==> src/design/fuc_pkg.sv <==
package fuc_pkg;

    // Configuration register map (word index)
    localparam int unsigned PADDR_W  = 3;
    localparam int unsigned PDATA_W  = 32;
    localparam logic        REG_MODE = 1'b0;

    // Mode register values
    localparam logic MODE_ENCODE = 1'b0;
    localparam logic MODE_DECODE = 1'b1;

    // Characters with special meaning
    localparam logic [7:0] CH_PLUS    = 8'h2B;
    localparam logic [7:0] CH_PERCENT = 8'h25;
    localparam logic [7:0] CH_SPACE   = 8'h20;
    localparam logic [7:0] CH_ZERO    = 8'h30;
    localparam logic [7:0] CH_NINE    = 8'h39;
    localparam logic [7:0] CH_LC_A    = 8'h61;
    localparam logic [7:0] CH_LC_F    = 8'h66;
    localparam logic [7:0] CH_LC_Z    = 8'h7A;
    localparam logic [7:0] CH_UC_A    = 8'h41;
    localparam logic [7:0] CH_UC_F    = 8'h46;
    localparam logic [7:0] CH_UC_Z    = 8'h5A;
    localparam logic [7:0] CH_DASH    = 8'h2D;
    localparam logic [7:0] CH_COMMA   = 8'h2C;
    localparam logic [7:0] CH_DOT     = 8'h2E;
    localparam logic [7:0] CH_AT      = 8'h40;
    localparam logic [7:0] CH_USCORE  = 8'h5F;

    // Decoded byte values for malformed escapes
    localparam logic [7:0] BAD_BOTH   = 8'hFF;
    localparam logic [3:0] BAD_HIGH   = 4'hF;

    // Escape tracking in decode mode
    typedef enum logic [1:0] {
        PH_IDLE   = 2'd0,
        PH_DIGIT1 = 2'd1,
        PH_DIGIT2 = 2'd2
    } esc_phase_t;

    // Input transaction payload
    typedef struct packed {
        logic [7:0] in_byte;
        logic       in_last;
    } in_item_t;

    // Result transaction payload
    typedef struct packed {
        logic [7:0] out_byte;
        logic       item_end;
        logic       string_end;
        logic       error;
    } out_item_t;

    // Hex digit value; bit 4 set flags a byte that is no hex digit
    function automatic logic [4:0] digit_value(input logic [7:0] b);
        logic [7:0] t;
        begin
            t = 8'd0;
            if (b >= CH_ZERO && b <= CH_NINE) begin
                t = b - CH_ZERO;
            end else if (b >= CH_LC_A && b <= CH_LC_F) begin
                t = b - CH_LC_A + 8'd10;
            end else if (b >= CH_UC_A && b <= CH_UC_F) begin
                t = b - CH_UC_A + 8'd10;
            end else begin
                t = 8'd16;
            end
            return t[4:0];
        end
    endfunction

    // Lowercase hex character for a nibble
    function automatic logic [7:0] nibble_char(input logic [3:0] n);
        begin
            if (n < 4'd10) begin
                return CH_ZERO + {4'd0, n};
            end
            return CH_LC_A - 8'd10 + {4'd0, n};
        end
    endfunction

    // Bytes that go through encoding unchanged
    function automatic logic passes(input logic [7:0] b);
        begin
            return (b >= CH_LC_A && b <= CH_LC_Z) ||
                   (b >= CH_UC_A && b <= CH_UC_Z) ||
                   (b >= CH_ZERO && b <= CH_NINE) ||
                   b == CH_DASH || b == CH_COMMA || b == CH_DOT ||
                   b == CH_AT || b == CH_USCORE;
        end
    endfunction

endpackage

==> src/design/form_url_codec.sv <==
// Form-urlencoding codec on a byte stream. Write mode (offset 0x0, bit 0) while
// idle: 0 encodes, 1 decodes; a mode write also drops any partial escape. One
// input byte is taken per cycle and one result byte leaves per cycle through
// the output register unless stalled; pass-through bytes, spaces and all decode
// traffic run at that rate, but an encoded escape ('%' and two hex digits)
// holds the input for its three bytes. In decode mode '%' and the first digit
// produce no result; a string whose last byte falls inside an escape yields a
// single result with error set and must be discarded downstream.
module form_url_codec
    import fuc_pkg::*;
(
    input  logic                aclk,
    input  logic                aresetn,
    // APB configuration port
    input  logic                psel,
    input  logic                penable,
    input  logic                pwrite,
    input  logic [PADDR_W-1:0]  paddr,
    input  logic [PDATA_W-1:0]  pwdata,
    output logic [PDATA_W-1:0]  prdata,
    output logic                pready,
    // Input byte stream
    input  logic                s_valid,
    output logic                s_ready,
    input  in_item_t            s_data,
    // Result byte stream
    output logic                m_valid,
    input  logic                m_ready,
    output out_item_t           m_data
);

    logic       mode_reg;
    logic       cfg_wr;

    logic       in_valid_reg;
    in_item_t   in_data_reg;
    logic [1:0] idx_reg;
    logic [1:0] idx_next;

    esc_phase_t esc_reg;
    esc_phase_t esc_next;
    logic [4:0] fd_reg;
    logic [4:0] fd_next;

    logic       m_valid_reg;
    out_item_t  m_data_reg;

    logic [1:0] res_count;
    out_item_t  res;
    logic       res_last;
    logic       out_load;
    logic       in_consume;

    logic [7:0] b;
    logic       last;
    logic [4:0] dv;

    // APB access
    assign pready = 1'b1;
    assign cfg_wr = psel && penable && pwrite && (paddr[2] == REG_MODE);
    assign prdata = (paddr[2] == REG_MODE) ? {{(PDATA_W-1){1'b0}}, mode_reg} : '0;

    always_ff @(posedge aclk) begin
        if (!aresetn) begin
            mode_reg <= MODE_ENCODE;
        end else if (cfg_wr) begin
            mode_reg <= pwdata[0];
        end
    end

    // Results of the held byte; idx_reg picks the one being emitted
    assign b    = in_data_reg.in_byte;
    assign last = in_data_reg.in_last;
    assign dv   = digit_value(b);

    always_comb begin
        res_count = 2'd0;
        res       = '0;
        esc_next  = esc_reg;
        fd_next   = fd_reg;
        if (mode_reg == MODE_ENCODE) begin
            if (passes(b)) begin
                res_count    = 2'd1;
                res.out_byte = b;
            end else if (b == CH_SPACE) begin
                res_count    = 2'd1;
                res.out_byte = CH_PLUS;
            end else begin
                res_count = 2'd3;
                case (idx_reg)
                    2'd0:    res.out_byte = CH_PERCENT;
                    2'd1:    res.out_byte = nibble_char(b[7:4]);
                    default: res.out_byte = nibble_char(b[3:0]);
                endcase
            end
            res.item_end   = (idx_reg == res_count - 2'd1);
            res.string_end = last && res.item_end;
        end else begin
            unique case (esc_reg)
                PH_DIGIT1: begin
                    esc_next = PH_DIGIT2;
                    fd_next  = dv;
                end
                PH_DIGIT2: begin
                    res_count = 2'd1;
                    esc_next  = PH_IDLE;
                    fd_next   = 5'd0;
                    if (dv[4]) begin
                        res.out_byte = BAD_BOTH;
                    end else if (fd_reg[4]) begin
                        res.out_byte = {BAD_HIGH, dv[3:0]};
                    end else begin
                        res.out_byte = {fd_reg[3:0], dv[3:0]};
                    end
                    res.item_end   = 1'b1;
                    res.string_end = last;
                end
                default: begin
                    if (b == CH_PERCENT) begin
                        esc_next = PH_DIGIT1;
                        fd_next  = 5'd0;
                    end else begin
                        res_count      = 2'd1;
                        esc_next       = PH_IDLE;
                        res.out_byte   = (b == CH_PLUS) ? CH_SPACE : b;
                        res.item_end   = 1'b1;
                        res.string_end = last;
                    end
                end
            endcase
            // String ended inside an escape
            if (res_count == 2'd0 && last) begin
                res_count      = 2'd1;
                esc_next       = PH_IDLE;
                fd_next        = 5'd0;
                res.out_byte   = 8'd0;
                res.item_end   = 1'b1;
                res.string_end = 1'b1;
                res.error      = 1'b1;
            end
        end
    end

    // Handshake between input register and output register
    assign res_last   = (idx_reg == res_count - 2'd1);
    assign out_load   = in_valid_reg && (res_count != 2'd0) && (!m_valid_reg || m_ready);
    assign in_consume = in_valid_reg && ((res_count == 2'd0) || (out_load && res_last));
    assign s_ready    = !in_valid_reg || in_consume;

    always_comb begin
        idx_next = idx_reg;
        if (in_consume) begin
            idx_next = 2'd0;
        end else if (out_load) begin
            idx_next = idx_reg + 2'd1;
        end
    end

    // Input register
    always_ff @(posedge aclk) begin
        if (!aresetn) begin
            in_valid_reg <= 1'b0;
            idx_reg      <= 2'd0;
        end else begin
            idx_reg <= idx_next;
            if (s_valid && s_ready) begin
                in_valid_reg <= 1'b1;
            end else if (in_consume) begin
                in_valid_reg <= 1'b0;
            end
        end
    end

    always_ff @(posedge aclk) begin
        if (s_valid && s_ready) begin
            in_data_reg <= s_data;
        end
    end

    // Decode escape state, advanced once per consumed transaction
    always_ff @(posedge aclk) begin
        if (!aresetn) begin
            esc_reg <= PH_IDLE;
            fd_reg  <= 5'd0;
        end else if (cfg_wr) begin
            esc_reg <= PH_IDLE;
            fd_reg  <= 5'd0;
        end else if (in_consume) begin
            esc_reg <= esc_next;
            fd_reg  <= fd_next;
        end
    end

    // Output register
    always_ff @(posedge aclk) begin
        if (!aresetn) begin
            m_valid_reg <= 1'b0;
        end else if (out_load) begin
            m_valid_reg <= 1'b1;
        end else if (m_ready) begin
            m_valid_reg <= 1'b0;
        end
    end

    always_ff @(posedge aclk) begin
        if (out_load) begin
            m_data_reg <= res;
        end
    end

    assign m_valid = m_valid_reg;
    assign m_data  = m_data_reg;

endmodule
==> config.mk <==
export PLATFORM = sky130hd
export DESIGN_NAME = form_url_codec
export DESIGN_NICKNAME = d
export VERILOG_FILES = /design/src/design/fuc_pkg.sv /design/src/design/form_url_codec.sv
export SDC_FILE = /design/constraint.sdc
export NUM_CORES = 1
export LEC_CHECK = 0
export ABC_AREA = 1
export BUFFER_PORTS_ARGS = -buffer_cell sky130_fd_sc_hd__clkbuf_2
export CORE_MARGIN = 4
export CORE_UTILIZATION = 47
export CTS_BUF_LIST = sky130_fd_sc_hd__clkbuf_8
export DETAILED_ROUTE_END_ITERATION = 16
export GPL_TIMING_DRIVEN = 0
export HOLD_SLACK_MARGIN = 0.12
export PLACE_DENSITY_LB_ADDON = 0.08
export SETUP_SLACK_MARGIN = 0.4
export SLEW_MARGIN = 20
export SYNTH_ARGS = -nofsm -noshare
export SYNTH_HDL_FRONTEND = slang
export SYNTH_SLANG_ARGS = --single-unit
==> constraint.sdc <==
create_clock -name aclk -period 2.4 [get_ports aclk]
set_input_delay 0.72 -clock aclk [delete_from_list [all_inputs] [get_ports aclk]]
set_output_delay 0.72 -clock aclk [all_outputs]
set_load 0.03 [all_outputs]
==> flow_summary_export.csv, run 1 <==
group,metric,value,unit
outcome,result_of_the_run,"finished, violations left",
outcome,violations_in_the_final_reports,"setup timing",
worst_setup_path,cp_data_arrival_time,2.28,ns
timing,finClkSkew,0.008077,ns
yosys,syn-instance-count,370,
route,drtPass1Iterations,5,
power,combPwrFrac,40.8,%
route,detailroute.via_count,3007,
floorplan,start_util,49.11,%
power,power.sequential.fraction,37.0,%
place,dp_cells,503,
worst_setup_path,endpoint_kind,"primary output",
place,detailedPlacementHpwl,5.154,mm
yosys,post_synth_main_area_contributors,"sky130_fd_sc_hd__edfxtp_1, sky130_fd_sc_hd__buf_4, sky130_fd_sc_hd__nand2_1",
clocking,clk_path_buf_depth,2,
yosys,synth_edf_count,20,
timing,report.final.setup_viol,28,
clocking,clockRootBuffer,"sky130_fd_sc_hd__clkbuf_8",
clocking,cts_inserted_buffers,5,
timing,setup_slack,-0.5989,ns
power,worst_ir_drop_vdd,397.3,uV
power,power_switching,0.6399,mW
yosys,seq_area_frac_synth,30.53,%
floorplan,placement_rows,27,
worst_setup_path,cpMostUsedCell,"sky130_fd_sc_hd__nand2_4",
floorplan,chipWidth,84.55,um
floorplan,die_area,7148,um2
yosys,synth_top_area_share,21.81,%
clocking,cts.htree.levels,2,
finish,antennaDiodeCount,0,
worst_setup_path,crit_path_max_incr_delay,0.48,ns
flow_run,maxCapViolations,0,
route,ant_nets,0,
worst_setup_path,worstPathBufferInverterCount,3,
global_route,grt_antenna_before_repair,0,
timing,worst_pin_slew,0.7799,ns
finish,post_route_cells_drive_above_1_share,44.62,%
power,internal_power,1.111,mW
place,port-buffer-count,31,
timing,timing.max_slew.rel_slack,48.00,%
clocking,clk_latency,0.29,ns
route,total_wirelength,8.805,mm
floorplan,floorplan.io_pins,97,
yosys,yosys_register_bits,32,
power,clock_group_share_of_total_power,22.2,%
power,p_sw_share,36.54,%
timing,setup_repair_after_global_routing_missed_its_margin,"yes",
timing,finalCriticalPeriod,2.999,ns
timing,fin_setup_tns,-11.85,ns
global_route,grt_pass1_wl,12.86,mm
power,p_leak,1.922,nW
timing,min_period_over_period,125.0,%
global_route,groute.usage.overall,21.89,%
route,remaining_drc_errors,0,
timing,final_hold_viol_count,0,
global_route,grt_max_degree,12,
finish,p_r_area_growth_vs_syn,52.07,%
global_route,global_route.overflow_total,0,
finish,final_net_count,558,
worst_setup_path,crit_required,1.68,ns
yosys,ys_dominant_reg_cell,"sky130_fd_sc_hd__edfxtp_1",
clocking,hold_buffers,0,
global_route,grt_pass1_vias,2818,
worst_setup_path,critical_path.slowest_cell,"sky130_fd_sc_hd__edfxtp_1",
finish,final_non_filler_cell_total,565,
timing,slew_viol_final,0,
yosys,post_synth.cell_area_avg,7.443,um2
worst_setup_path,critPathMaxFanout,4,
worst_setup_path,path_class,"reg2out",
route,routedWlPerCell,15.58,um
worst_setup_path,start_kind,"flop",
yosys,synth.cell_area,2754,um2
min_path,hold_path.class,"reg2reg",
yosys,yosysTopAreaCell,"sky130_fd_sc_hd__edfxtp_1",
yosys,synth_cell_type_count,41,
worst_setup_path,critical-path-top-delay-family,"simple AND/OR/NAND/NOR gates",
floorplan,dieHeight,84.55,um
timing,whs,0.5303,ns
clocking,cts_tree,"yes",
power,total_power_density_per_cell_area,418.2,nW/um2
place,globalplace.congestion,0.9536,
worst_setup_path,path_cells,"buf_6, buf_4, nand2_2, nor2_1, nand2_1, nand3_2, nand2_4, nand2_4, nor2_8, nand3_2, nand2_1, nand2_2, nand2_4, nand3_4, buf_8",
yosys,synth.yosys.warnings,0,
yosys,synth-async-reset-ratio,0,%
clocking,tritoncts_num_sinks,32,
route,routed_via_density,5.322,
route,drtIter0Drc,407,
floorplan,core,5608,um2
clocking,path_clk_slew,0.06,ns
timing,timing.fmax,333.5,MHz
finish,largest_register_ffs,11,
what timing repair did:
action	4_1_cts	5_1_grt
gates cloned	0	2
setup endpoints to repair	44	42
buffers inserted	38	14
pin swaps	22	23
gates resized for setup	62	43
per-layer routing:
layer	routed length, um	vias up	global-route usage, %
li1	-	1400	-
met1	3319	1348	26.86
met2	4178	192	36.01
met3	838	67	4.809
met4	468	0	11.08
met5	0	-	0
cells in the final DEF, fill, tap and decap left out, types with 3 or more instances in the layout:
master / n
sky130_fd_sc_hd__ha_4: 9
sky130_fd_sc_hd__a21oi_1: 13
sky130_fd_sc_hd__o31ai_1: 3
sky130_fd_sc_hd__edfxtp_1: 20
sky130_fd_sc_hd__clkbuf_2: 30
sky130_fd_sc_hd__nor2_2: 7
sky130_fd_sc_hd__nor2_4: 5
sky130_fd_sc_hd__nand2_2: 15
sky130_fd_sc_hd__inv_2: 10
sky130_fd_sc_hd__conb_1: 32
sky130_fd_sc_hd__dfxtp_1: 12
sky130_fd_sc_hd__nand2_8: 3
sky130_fd_sc_hd__inv_1: 42
sky130_fd_sc_hd__clkbuf_8: 5
sky130_fd_sc_hd__a21oi_2: 4
sky130_fd_sc_hd__nor2_1: 26
sky130_fd_sc_hd__nand2_1: 51
sky130_fd_sc_hd__nor3_1: 6
sky130_fd_sc_hd__o21ai_1: 8
sky130_fd_sc_hd__o21ai_0: 20
sky130_fd_sc_hd__buf_6: 23
sky130_fd_sc_hd__xor2_1: 3
sky130_fd_sc_hd__nand3_4: 7
sky130_fd_sc_hd__nand3_2: 3
sky130_fd_sc_hd__nand4_1: 8
sky130_fd_sc_hd__ha_1: 4
sky130_fd_sc_hd__a21oi_4: 3
sky130_fd_sc_hd__inv_4: 3
sky130_fd_sc_hd__nand2_4: 11
sky130_fd_sc_hd__buf_4: 62
sky130_fd_sc_hd__o22ai_1: 3
sky130_fd_sc_hd__nand3_1: 11
worst min-delay path, stage by stage (launching register included):
cell                      delay (ns)
sky130_fd_sc_hd__dfxtp_1        0.32
sky130_fd_sc_hd__inv_1          0.05
sky130_fd_sc_hd__nand2_1        0.04
sky130_fd_sc_hd__inv_1          0.04
sky130_fd_sc_hd__nor2_1         0.03
cells by family (layout without fill, tap and decap cells):
group	after synthesis	after routing	synth area share [%]
AOI/OAI and AO/OA	65	65	14.18
xor gates and xnor gates	3	3	0.9543
adders and majority gates	15	15	6.815
buffers and inverters	94	187	17.76
DFF	32	32	30.53
other	2	32	0.2727
and+or+nand+nor	159	159	29.49
path summary, 6_finish.rpt:
check                                             from                endpoint  slack (ns)  depth (start not counted)
worst max register to register          b[4]$_DFFE_PP_          b[7]$_DFFE_PP_       -0.57                         20
worst min register to register  fd_reg[0]$_SDFFE_PP0P_  fd_reg[0]$_SDFFE_PP0P_        0.53                          4
worst min-delay path            fd_reg[0]$_SDFFE_PP0P_  fd_reg[0]$_SDFFE_PP0P_        0.53                          4
worst max-delay path                    b[4]$_DFFE_PP_                 s_ready       -0.60                         15
Yosys cell counts, types with 2 or more instances:
master	number
sky130_fd_sc_hd__o21ai_0	26
sky130_fd_sc_hd__nand3_4	2
sky130_fd_sc_hd__o22ai_1	3
sky130_fd_sc_hd__nand2_4	3
sky130_fd_sc_hd__o31ai_1	3
sky130_fd_sc_hd__nor3_1	9
sky130_fd_sc_hd__conb_1	2
sky130_fd_sc_hd__o21ai_1	2
sky130_fd_sc_hd__nand3_2	3
sky130_fd_sc_hd__nand3_1	16
sky130_fd_sc_hd__nor2_2	3
sky130_fd_sc_hd__nand2_1	66
sky130_fd_sc_hd__a21oi_1	16
sky130_fd_sc_hd__nor2_1	32
sky130_fd_sc_hd__o211ai_1	2
sky130_fd_sc_hd__clkbuf_1	2
sky130_fd_sc_hd__ha_1	15
sky130_fd_sc_hd__o221ai_1	2
sky130_fd_sc_hd__buf_4	34
sky130_fd_sc_hd__dfxtp_1	12
sky130_fd_sc_hd__nor2_4	3
sky130_fd_sc_hd__a21oi_2	3
sky130_fd_sc_hd__nand2_2	11
sky130_fd_sc_hd__inv_1	47
sky130_fd_sc_hd__inv_2	8
sky130_fd_sc_hd__edfxtp_1	20
sky130_fd_sc_hd__nand4_1	8
sky130_fd_sc_hd__xor2_1	3
sky130_fd_sc_hd__a22oi_1	2
area by class of cell:
cell class	instances	area, um2
clock inverter	3	11.26
timing repair buffer	85	716.9
inverter	56	234.0
clock buffer	5	68.82
tap	72	90.09
fill	413	1420
buffer	38	285.3
sequential	32	840.8
multi-input combinational	274	1941
power by group through the flow:
stage	Clock [mW]	Combinational [mW]	Sequential, mW
floorplan	0	0.345	0.694
CTS	0.389	0.588	0.647
detailed placement	0	0.471	0.666
global route	0.421	0.757	0.653
global placement	0	0.467	0.665
finish	0.388	0.714	0.649
per-stage QoR:
| stage | setup WS, ns | area, um2 | total power, mW | util (%) |
|---|---|---|---|---|
| detailed placement | -0.6930 | 3214 | 1.137 | 57.32 |
| finish | -0.5989 | 4188 | 1.751 | 74.68 |
| floorplan | -0.1591 | 2969 | 1.039 | - |
| global placement | -0.6751 | 3214 | 1.132 | 57.32 |
| global route | -0.7368 | 4188 | 1.831 | 74.68 |
| CTS | -0.4792 | 3861 | 1.624 | 68.85 |
Note: power is estimated with default switching activity, not from simulation.
==> inputs of run 2 (changes only) <==
--- a/config.mk
+++ b/config.mk
@@ -8,13 +8,15 @@
 export ABC_AREA = 1
 export BUFFER_PORTS_ARGS = -buffer_cell sky130_fd_sc_hd__clkbuf_2
 export CORE_MARGIN = 4
-export CORE_UTILIZATION = 47
+export CORE_UTILIZATION = 50
 export CTS_BUF_LIST = sky130_fd_sc_hd__clkbuf_8
 export DETAILED_ROUTE_END_ITERATION = 16
 export GPL_TIMING_DRIVEN = 0
 export HOLD_SLACK_MARGIN = 0.12
+export MAX_ROUTING_LAYER = met4
 export PLACE_DENSITY_LB_ADDON = 0.08
 export SETUP_SLACK_MARGIN = 0.4
+export SKIP_LAST_GASP = 1
 export SLEW_MARGIN = 20
 export SYNTH_ARGS = -nofsm -noshare
 export SYNTH_HDL_FRONTEND = slang
==> constraint.sdc (replaced) <==
create_clock -name aclk -period 3.2 [get_ports aclk]
set_input_delay 0.96 -clock aclk [delete_from_list [all_inputs] [get_ports aclk]]
set_output_delay 0.96 -clock aclk [all_outputs]
set_load 0.03 [all_outputs]
==> run 2 against run 1 <==
The run now ends clean. Clock power fell by 28%. Cell count fell by 3.5%. Count of clock-buffer cells in the layout did not move. Combinational power fell by 40%. Die area fell by 5.4%. Power fell by 32%. Non-clock buffer count fell by 17. Sequential power fell by 25%. Flip-flop and latch count did not move. Setup slack improved by 0.63 ns. Sequential share of layout area rose by 2.7 points. Routed wire length fell by 19%. Largest cell class unchanged. Largest power group is now registers. Highest routed layer unchanged.
==> flow_summary_export.csv, run 2 (synthesis results as in run 1) <==
group,metric,value,unit
outcome,result_of_the_run,"finished, final reports clean",
global_route,groute.usage.overall,22.16,%
route,remaining_drc_errors,0,
timing,timing.fmax,315.3,MHz
finish,post_route_cells_drive_above_1_share,37.05,%
route,ant_nets,0,
timing,worst_pin_slew,0.7989,ns
worst_setup_path,reg2reg_setup_slack,0.15,ns
clocking,cts_inserted_buffers,5,
finish,largest_register_ffs,11,
finish,p_r_area_growth_vs_syn,34.12,%
route,drtIter0Drc,278,
floorplan,die_area,6759,um2
worst_setup_path,start_kind,"flop",
global_route,grt_antenna_before_repair,0,
min_path,hold_start,"esc_reg[1]$_SDFFE_PP0P_",
clocking,clockRootBuffer,"sky130_fd_sc_hd__clkbuf_8",
timing,report.final.setup_viol,0,
worst_setup_path,cp_data_arrival_time,2.21,ns
worst_setup_path,timing.reg2reg.worst_path_depth,18,
timing,timing.max_slew.rel_slack,46.74,%
route,routed_via_density,5.095,
worst_setup_path,crit_required,2.24,ns
min_path,holdPathStages,2,
flow_run,maxCapViolations,0,
global_route,grt_pass1_wl,11.17,mm
worst_setup_path,path_class,"reg2out",
finish,final_cell_mix,"sky130_fd_sc_hd__buf_4, sky130_fd_sc_hd__nand2_1, sky130_fd_sc_hd__inv_1",
timing,final_hold_viol_count,0,
worst_setup_path,critPathMaxFanout,4,
global_route,grt_pass1_vias,2478,
route,drtPass1Iterations,5,
finish,final_util,70.52,%
clocking,clk_path_buf_depth,2,
timing,min_period_over_period,99.12,%
floorplan,core,5238,um2
finish,sequential_cell_area,840.8,um2
power,p_leak,1.756,nW
place,detailedPlacementHpwl,4.855,mm
floorplan,start_util,52.58,%
route,routedWlPerCell,13.07,um
timing,finalCriticalPeriod,3.172,ns
worst_setup_path,worst_r2r_endpoint,"b[5]$_DFFE_PP_",
worst_setup_path,endpoint_kind,"primary output",
floorplan,dieHeight,82.22,um
finish,mostFrequentLayoutCell,"sky130_fd_sc_hd__buf_4",
min_path,whs_endpoint,"esc_reg[1]$_SDFFE_PP0P_",
finish,multiInputGateArea,1715,um2
global_route,global_route.overflow_total,0,
worst_setup_path,crit-reg2reg-launch,"b[4]$_DFFE_PP_",
power,total_power_density_per_cell_area,323.0,nW/um2
clocking,cts_tree,"yes",
clocking,hold_buffers,0,
place,port-buffer-count,31,
timing,slew_viol_final,0,
power,finalPower,1.193,mW
place,globalplace.congestion,0.9408,
clocking,tritoncts_num_sinks,32,
power,worst_ir_drop_vdd,257.5,uV
finish,antennaDiodeCount,0,
clocking,clk_latency,0.29,ns
finish,final_net_count,541,
floorplan,placement_rows,26,
global_route,grt_max_degree,13,
route,detailroute.via_count,2777,
timing,finClkSkew,0.008508,ns
clocking,cts.htree.levels,2,
floorplan,floorplan.io_pins,97,
timing,setup_repair_after_global_routing_missed_its_margin,"yes",
min_path,hold_path.class,"reg2reg",
route,total_wirelength,7.123,mm
floorplan,chipWidth,82.22,um
finish,layout.filler_cells,409,
clocking,path_clk_slew,0.06,ns
==> run 2: changes by cell type in the layout (fill, tap and decap cells not counted), moves of 4 or more <==
cell	change
sky130_fd_sc_hd__buf_6	-15
sky130_fd_sc_hd__nand2_1	+12
sky130_fd_sc_hd__nand2_4	-7
sky130_fd_sc_hd__nor2_1	+4
==> run 2: how the worst max path moves through the flow <==
stage                    to  depth (start not counted)  slack, ns           start
floorplan           s_ready                         11       0.40  b[4]$_DFFE_PP_
global placement    s_ready                         12      -0.11  b[4]$_DFFE_PP_
detailed placement  s_ready                         12      -0.09  b[4]$_DFFE_PP_
CTS                 s_ready                         13       0.06  b[4]$_DFFE_PP_
global route        s_ready                         17      -0.12  b[5]$_DFFE_PP_
finish              s_ready                         16       0.03  b[4]$_DFFE_PP_
==> run 2: final cells by class <==
type / count / share of cell area [%]
clock buffer: 5 / 1.863
clock inverter: 2 / 0.2033
sequential: 32 / 22.76
timing repair buffer: 68 / 12.60
tap: 70 / 2.371
buffer: 38 / 7.724
multi-input combinational: 274 / 46.44
inverter: 56 / 6.030
==> run 2: where the power goes <==
group	internal (mW)	switching (mW)
Sequential	0.470	0.0158
Clock	0.143	0.138
Combinational	0.158	0.269
Total	0.770	0.423
==> run 2: worst max-delay path, stage by stage (launching register included) <==
cell,delay [ns]
sky130_fd_sc_hd__edfxtp_1,0.48
sky130_fd_sc_hd__inv_4,0.10
sky130_fd_sc_hd__buf_6,0.12
sky130_fd_sc_hd__ha_2,0.17
sky130_fd_sc_hd__inv_2,0.06
sky130_fd_sc_hd__nor2_4,0.04
sky130_fd_sc_hd__nand2_2,0.07
sky130_fd_sc_hd__nand2_1,0.07
sky130_fd_sc_hd__nand2_2,0.09
sky130_fd_sc_hd__nand2_4,0.06
sky130_fd_sc_hd__nor2_8,0.13
sky130_fd_sc_hd__nand3_2,0.07
sky130_fd_sc_hd__nand2_1,0.06
sky130_fd_sc_hd__nand2_1,0.05
sky130_fd_sc_hd__nand2_2,0.09
sky130_fd_sc_hd__nand3_4,0.07
sky130_fd_sc_hd__buf_8,0.16
==> run 2: per-layer routing <==
layer	track usage (%)	vias up	wire, um
met1	26.95	1223	2985
met4	11.46	0	259
met2	34.21	155	3248
met3	5.098	35	630
met5	-	-	0
li1	-	1364	-
==> run 2: repair_timing <==
item | CTS | global route
endpoints found under the setup margin | 10 | 23
buffers inserted | 31 | 6
pin swaps | 19 | 17
resized for setup | 30 | 21
==> run 2: through the flow <==
| stage | area [um2] | setup TNS [ns] | worst slack (ns) | cells | hold WS, ns |
|---|---|---|---|---|---|
| 4_1_cts | 3580 | 0 | 0.05709 | 539 | 0.4959 |
| 3_5_place_dp | 3153 | -0.5586 | -0.08860 | 501 | 0.4912 |
| 6_report | 3694 | 0 | 0.02831 | 545 | 0.4921 |
| 3_3_place_gp | 3153 | -0.1409 | -0.1125 | 501 | 0.4855 |
| 5_1_grt | 3694 | -0.6794 | -0.1241 | 545 | 0.5168 |
| 2_1_floorplan | 2910 | 0 | 0.4008 | 400 | 0.4639 |
